**src/rtl/hkf_pkg.sv**
```systemverilog
// shared types and constants for the keyboard hotkey filter
package hkf_pkg;

  localparam logic [15:0] EVT_KEY     = 16'd1;
  localparam logic [31:0] VAL_RELEASE = 32'd0;
  localparam logic [31:0] VAL_PRESS   = 32'd1;
  localparam logic [31:0] VAL_REPEAT  = 32'd2;

  localparam logic [15:0] DEBOUNCE_RESET = 16'd400;

  // modifier group bits of needed_mods
  localparam int unsigned M_CTRL  = 0;
  localparam int unsigned M_ALT   = 1;
  localparam int unsigned M_SUPER = 2;
  localparam int unsigned M_SHIFT = 3;

  // key codes tracked in modifiers_held, one bit each
  localparam logic [15:0] MOD_CODES [8] = '{
    16'd29, 16'd97, 16'd56, 16'd100, 16'd125, 16'd126, 16'd42, 16'd54
  };

  typedef enum logic [1:0] {
    REG_COMBO_KEY   = 2'd0,
    REG_NEEDED_MODS = 2'd1,
    REG_DRY_RUN     = 2'd2,
    REG_DEBOUNCE_MS = 2'd3
  } cfg_index_t;

  typedef struct packed {
    logic [9:0]  combo_key;
    logic [3:0]  needed_mods;
    logic        dry_run;
    logic [15:0] debounce_ms;
  } cfg_t;

  typedef struct packed {
    logic [15:0]        event_type;
    logic [15:0]        event_code;
    logic signed [31:0] event_value;
    logic [31:0]        time_ms;
  } item_t;

  typedef struct packed {
    logic               forward_valid;
    logic [15:0]        out_type;
    logic [15:0]        out_code;
    logic signed [31:0] out_value;
    logic               toggle_request;
  } result_t;

endpackage

```
**src/rtl/keyboard_hotkey_filter_core.sv**
```systemverilog
// top level of the keyboard hotkey filter: config, item register and result register
//
// One result item comes out for every input item; an item waits in the input register,
// where the hotkey decision and the filter state update are made, and then sits in the
// result register until taken. One item can be accepted every cycle while the result
// side keeps up. The filter state is updated in the same cycle as the decision, which
// sets the one-item-per-cycle rate. Configuration writes take effect on the next cycle;
// the user must make them only while the block is idle, as the block itself does not
// enforce it.
module keyboard_hotkey_filter_core
  import hkf_pkg::*;
(
  input  logic               clk,
  input  logic               rst,
  input  logic               cfg_write,
  input  logic [1:0]         cfg_index,
  input  logic [15:0]        cfg_data,
  input  logic               in_valid,
  output logic               in_ready,
  input  logic [15:0]        event_type,
  input  logic [15:0]        event_code,
  input  logic signed [31:0] event_value,
  input  logic [31:0]        time_ms,
  output logic               out_valid,
  input  logic               out_ready,
  output logic               forward_valid,
  output logic [15:0]        out_type,
  output logic [15:0]        out_code,
  output logic signed [31:0] out_value,
  output logic               toggle_request
);

  cfg_t    cfg;
  item_t   item;
  logic    item_valid;
  result_t res, result;
  logic    res_take, fire;

  always_ff @(posedge clk) begin
    if (rst) begin
      cfg.combo_key   <= 10'd0;
      cfg.needed_mods <= 4'd0;
      cfg.dry_run     <= 1'b0;
      cfg.debounce_ms <= DEBOUNCE_RESET;
    end else if (cfg_write) begin
      unique case (cfg_index_t'(cfg_index))
        REG_COMBO_KEY:   cfg.combo_key   <= cfg_data[9:0];
        REG_NEEDED_MODS: cfg.needed_mods <= cfg_data[3:0];
        REG_DRY_RUN:     cfg.dry_run     <= cfg_data[0];
        REG_DEBOUNCE_MS: cfg.debounce_ms <= cfg_data;
        default: ;
      endcase
    end
  end

  // result register frees when empty or being taken
  assign res_take = !out_valid || out_ready;
  assign fire     = item_valid && res_take;
  assign in_ready = !item_valid || res_take;

  always_ff @(posedge clk) begin
    if (rst) begin
      item_valid <= 1'b0;
    end else if (in_ready) begin
      item_valid <= in_valid;
    end
  end

  always_ff @(posedge clk) begin
    if (in_ready && in_valid) begin
      item.event_type  <= event_type;
      item.event_code  <= event_code;
      item.event_value <= event_value;
      item.time_ms     <= time_ms;
    end
  end

  hkf_filter u_filter (
    .clk  (clk),
    .rst  (rst),
    .cfg  (cfg),
    .item (item),
    .fire (fire),
    .res  (res)
  );

  always_ff @(posedge clk) begin
    if (rst) begin
      out_valid <= 1'b0;
    end else if (res_take) begin
      out_valid <= item_valid;
    end
  end

  always_ff @(posedge clk) begin
    if (fire) begin
      result <= res;
    end
  end

  assign forward_valid  = result.forward_valid;
  assign out_type       = result.out_type;
  assign out_code       = result.out_code;
  assign out_value      = result.out_value;
  assign toggle_request = result.toggle_request;

  // a held result is not overwritten while the consumer stalls
  a_hold_result: assert property (@(posedge clk) disable iff (rst)
    (out_valid && !out_ready) |=> (out_valid && $stable(result)))
    else $error("result changed while stalled");

  // a pending item in the input register moves on as soon as the result side frees
  a_item_moves: assert property (@(posedge clk) disable iff (rst)
    (item_valid && res_take) |=> out_valid)
    else $error("item lost between stages");

  // an item that is not forwarded carries zero payload
  a_zero_payload: assert property (@(posedge clk) disable iff (rst)
    (out_valid && !forward_valid) |->
      (out_type == 16'd0 && out_code == 16'd0 && out_value == 32'sd0))
    else $error("payload on a swallowed item");

endmodule

```
**src/rtl/hkf_filter.sv**
```systemverilog
// hotkey decision logic and the filter state it keeps
module hkf_filter
  import hkf_pkg::*;
(
  input  logic    clk,
  input  logic    rst,
  input  cfg_t    cfg,
  input  item_t   item,
  input  logic    fire,
  output result_t res
);

  logic [7:0]  modifiers_held, modifiers_held_next;
  logic        swallow_release, swallow_release_next;
  logic [31:0] last_trigger_time, last_trigger_time_next;
  logic        has_triggered, has_triggered_next;

  logic        is_key, mods_ok, swallowed, forward, toggle;
  logic [31:0] elapsed;
  logic [31:0] value_u;

  assign value_u = item.event_value;
  assign elapsed = item.time_ms - last_trigger_time;

  always_comb begin
    mods_ok = 1'b1;
    if (cfg.needed_mods[M_CTRL]  && (modifiers_held[1:0] == 2'b00)) mods_ok = 1'b0;
    if (cfg.needed_mods[M_ALT]   && (modifiers_held[3:2] == 2'b00)) mods_ok = 1'b0;
    if (cfg.needed_mods[M_SUPER] && (modifiers_held[5:4] == 2'b00)) mods_ok = 1'b0;
    if (cfg.needed_mods[M_SHIFT] && (modifiers_held[7:6] == 2'b00)) mods_ok = 1'b0;
  end

  always_comb begin
    is_key                 = (item.event_type == EVT_KEY) && (value_u != VAL_REPEAT);
    swallowed              = 1'b0;
    toggle                 = 1'b0;
    modifiers_held_next    = modifiers_held;
    swallow_release_next   = swallow_release;
    last_trigger_time_next = last_trigger_time;
    has_triggered_next     = has_triggered;
    if (is_key) begin
      if (item.event_code == {6'd0, cfg.combo_key}) begin
        if (value_u == VAL_PRESS) begin
          if (mods_ok) begin
            swallowed = 1'b1;
            // first trigger after reset ignores the debounce window
            if (!has_triggered || (elapsed >= {16'd0, cfg.debounce_ms})) begin
              last_trigger_time_next = item.time_ms;
              has_triggered_next     = 1'b1;
              swallow_release_next   = 1'b1;
              toggle                 = 1'b1;
            end
          end else begin
            swallow_release_next = 1'b0;
          end
        end else if ((value_u == VAL_RELEASE) && swallow_release) begin
          swallow_release_next = 1'b0;
          swallowed            = 1'b1;
        end
      end
      if (!swallowed) begin
        for (int i = 0; i < 8; i++) begin
          if (item.event_code == MOD_CODES[i]) begin
            modifiers_held_next[i] = (value_u != VAL_RELEASE);
          end
        end
      end
    end
    forward = !swallowed && !cfg.dry_run;
  end

  always_comb begin
    res.forward_valid  = forward;
    res.out_type       = forward ? item.event_type  : 16'd0;
    res.out_code       = forward ? item.event_code  : 16'd0;
    res.out_value      = forward ? item.event_value : 32'sd0;
    res.toggle_request = toggle;
  end

  always_ff @(posedge clk) begin
    if (rst) begin
      modifiers_held    <= 8'd0;
      swallow_release   <= 1'b0;
      last_trigger_time <= 32'd0;
      has_triggered     <= 1'b0;
    end else if (fire) begin
      modifiers_held    <= modifiers_held_next;
      swallow_release   <= swallow_release_next;
      last_trigger_time <= last_trigger_time_next;
      has_triggered     <= has_triggered_next;
    end
  end

  // a toggle always swallows the press it came from
  a_toggle_swallows: assert property (@(posedge clk) disable iff (rst)
    res.toggle_request |-> !res.forward_valid)
    else $error("toggle raised on a forwarded item");

  // an accepted trigger leaves has_triggered set and arms the release swallow
  a_trigger_arms: assert property (@(posedge clk) disable iff (rst)
    (fire && res.toggle_request) |=> (has_triggered && swallow_release))
    else $error("trigger did not update filter state");

  // swallow_release only comes up on an accepted trigger
  a_swallow_source: assert property (@(posedge clk) disable iff (rst)
    $rose(swallow_release) |-> $past(fire && res.toggle_request))
    else $error("release swallow armed without a trigger");

endmodule
```
**config.mk**
```make
export PLATFORM = sky130hd
export DESIGN_NAME = keyboard_hotkey_filter_core
export DESIGN_NICKNAME = d
export VERILOG_FILES = /design/src/rtl/hkf_pkg.sv /design/src/rtl/keyboard_hotkey_filter_core.sv /design/src/rtl/hkf_filter.sv
export SDC_FILE = /design/constraint.sdc
export NUM_CORES = 1
export LEC_CHECK = 0
export BUFFER_PORTS_ARGS = -buffer_cell sky130_fd_sc_hd__buf_2
export CORE_ASPECT_RATIO = 0.8
export CORE_MARGIN = 5
export CORE_UTILIZATION = 59
export CTS_BUF_LIST = sky130_fd_sc_hd__clkbuf_8
export DETAILED_ROUTE_END_ITERATION = 6
export PLACE_DENSITY = 0.8
export SYNTH_ARGS = -nofsm -noshare
export SYNTH_HDL_FRONTEND = slang
export SYNTH_SLANG_ARGS = --single-unit
```
**constraint.sdc**
```tcl
create_clock -name clk -period 4.7 [get_ports clk]
set_input_delay 0.235 -clock clk [delete_from_list [all_inputs] [get_ports clk]]
set_output_delay 0.235 -clock clk [all_outputs]
set_load 0.02 [all_outputs]
```
==> flow_summary.ini <==
[outcome]
outcome = finished clean

[floorplanning]
ios = 187
die_y_um = 136
placementRows = 46
fp.coreArea_um2 = 19600
die_w_um = 167
initial_core_util_pct = 59.3
dieArea_um2 = 22600

[final_layout]
layout_common_cells = buf_2 (186), edfxtp_1 (162), dlygate4sd3_1 (114), inv_1 (79), dfxtp_1 (75)
drive_gt1_share_pct = 21.2
final_common_cell = buf_2
stdcell_count = 1653
final_cell_area_um2 = 14800
post-route-util_pct = 75.4
fin_nets = 1528
area_growth_syn_to_layout_pct = 27.2
insertedDiodeCount = 0

[worst_setup_path]
endpoint_kind = flop
critPathArrivalTime_ns = 5.00
cp.required_ns = 5.13
worst-setup-path-type = flop to flop
start_kind = flop
crit_path_max_fanout = 12
r2r_slack_ns = 0.13

[sta]
setup_slack_ns = 0.127
rsz0062_at_grt = yes
min_period_over_period_pct = 97.3
min_period_ns = 4.57
fmax_mhz = 219
setup_viol = 0
slew_headroom_pct = 29.7
hold_viol = 0
fin_skew_ns = 0.0309
final.setup.tns_ns = 0
worst_slew_pin_slew_ns = 1.05
slew_violations = 0

[synthesis]
yosys.area.top_type = edfxtp_1
synth_cells = 1048
synth_top_area_share_pct = 41.8
synthXorXnorAreaFrac_pct = 1.88
synth_area_leaders = edfxtp_1 (42%), dfxtp_1 (13%), ha_1 (5.1%)
synth-simple-area-share_pct = 18.1
synth_nets = 1215
synthAdderAreaFrac_pct = 5.23
ys_seq_area_share_pct = 54.7
synth_mux_area_share_pct = 5.01
synth_area_per_cell_um2 = 11.1
synth_compound_gate_area_share_pct = 11.2
synth_ff_type = edfxtp_1
synth_top_family_by_area = simple AND/OR/NAND/NOR gates
ys_warn_count = 0
ys_async_sr_fraction_pct = 0
synth_cell_types = 81
synth_edf_count = 162
syn_area_um2 = 11600
ys_ff_latch = 237

[place]
hpwlAfterDp_mm = 20.7
gp_congestion = 0.950
io_buffers = 186
dp_slack_ns = 0.160
dpl_cell_area_um2 = 12800
dp_cells = 1466

[cts]
h-tree-depth = 2
clkLatencyLatePin_ns = 0.55
cts_root_buf = clkbuf_8
cts_sinks = 237
clk_pin_slew_worst_paths_ns = 0.06
cts_max_path_buffers = 3
cts_tree = built
cts_buffers = 37

[detailed_routing]
dr_total_vias = 9284
antenna_left = 0
drtPass1Iterations = 5
drt-total-wl_mm = 31.4
drt-initial-drc-count = 724
vias_per_cell = 5.62
wl_per_cell_um = 19.0
drc_errors = 0

[hold_path]
worstHoldPathType = primary input to flop

[power]
cellLeakagePower_nw = 5.55
ir_worst_vdd_uv = 294
powerDensity_nw_per_um2 = 309

[global_routing]
track_usage_pct = 27.0
grt_max_degree = 108
grt.overflow.total = 0
grt_pass1_wl_mm = 48.6
antenna_found_initial = 0
grt_pass1_vias = 9061

[run]
cap_viol_max_count = 0
## layout make-up
type	instances	area (um^2)
Inverter	65	244
Sequential cell	237	6370
Timing Repair Buffer	317	2250
Tap cell	264	330
Multi-Input combinational cell	703	4940
Clock buffer	38	523
Clock inverter	29	139
Fill cell	1260	4830
## state kept, by name, summed over array words and instances (netlist names)
| name | flops |
|---|---|
| cfg | 31 |
| u_filter.swallow_release | 1 |
| u_filter.modifiers_held | 8 |
| u_filter.has_triggered | 1 |
| out_type | 16 |
| out_valid | 1 |
| forward_valid | 1 |
| out_code | 16 |
| out_value | 32 |
| item | 96 |
| item_valid | 1 |
| toggle_request | 1 |
| u_filter.last_trigger_time | 32 |
## cells in the mapped netlist (4+ instances only)
| cell type | number |
|---|---|
| o21ai_0 | 24 |
| a31oi_1 | 5 |
| nor3_1 | 16 |
| nor2_1 | 69 |
| nor4_1 | 17 |
| a211oi_1 | 6 |
| xor2_1 | 4 |
| nand2b_1 | 73 |
| edfxtp_1 | 162 |
| o21a_1 | 12 |
| nand4_1 | 20 |
| nor3b_1 | 4 |
| nand3_1 | 11 |
| or3_1 | 4 |
| nor2b_1 | 7 |
| o21ai_1 | 4 |
| o211ai_1 | 13 |
| ha_1 | 47 |
| inv_1 | 64 |
| and4_1 | 4 |
| buf_2 | 11 |
| o22ai_1 | 4 |
| xnor2_1 | 21 |
| mux2i_1 | 56 |
| nand2_1 | 72 |
| a21oi_1 | 51 |
| dfxtp_1 | 75 |
| a21oi_2 | 4 |
| or2_2 | 8 |
| a211o_1 | 6 |
| and2_1 | 64 |
| a21o_1 | 10 |
| clkbuf_1 | 27 |
| a2111oi_0 | 6 |
## where the power goes
group | switching [mW] | internal [mW]
sequential | 0.0454 | 2.33
clock | 0.811 | 0.763
combinational | 0.348 | 0.276
## kinds of logic after synthesis
family	after synthesis
flip-flops	237
adder cells (fa/ha/maj)	48
XOR/XNOR	25
AND/OR/NAND/NOR	388
buffers and inverters	108
AO/OA/AOI/OAI	184
multiplexers	58
## critical path, stage by stage, from the launching register on
cell and delay [ns]:
edfxtp_1 0.43, ha_4 0.32, a21o_1 0.20, nand3_1 0.10, a211o_1 0.36, nand3_2 0.14, xor2_1 0.18, ha_1 0.27
a21o_1 0.18, a21oi_1 0.21, o21ai_1 0.10, nor4_1 0.32, o211ai_1 0.16, or4_4 0.57, nor4b_4 0.28, a31oi_4 0.23
buf_6 0.25, o21ba_1 0.17
## layer usage
layer / global-route usage [%] / routed length (um)
met1: 37.7 / 13800
met2: 44.2 / 14700
met3: 4.87 / 2200
met4: 7.00 / 685
met5: 0 / 0
## per-stage QoR
| stage | hold WS (ns) | power (mW) |
|---|---|---|
| after floorplan | 0.334 | 2.75 |
| after CTS | 0.0753 | 4.56 |
| after detailed placement | 0.413 | 2.94 |
| after global placement | 0.411 | 2.92 |
| final | 0.123 | 4.58 |
| after global routing | 0.127 | 4.77 |
## final timing paths
| path | from | endpoint | cells past startpoint |
|---|---|---|---|
| hold reg to reg | cfg[1] | cfg[1] | 2 |
| setup / recovery | item[6] | u_filter.has_triggered | 17 |
| setup reg to reg | item[6] | u_filter.has_triggered | 17 |
| hold / removal | cfg_index[0] | cfg[16] | 4 |
## timing repair
item | 4_1_cts | 5_1_grt
gates resized for setup | 0 | 22
buffers inserted | 0 | 4
hold buffers | 114 | 0
endpoints found under the setup margin | 0 | 33
endpoints found under the hold margin | 129 | 0
(Power assumes the default switching activity.)
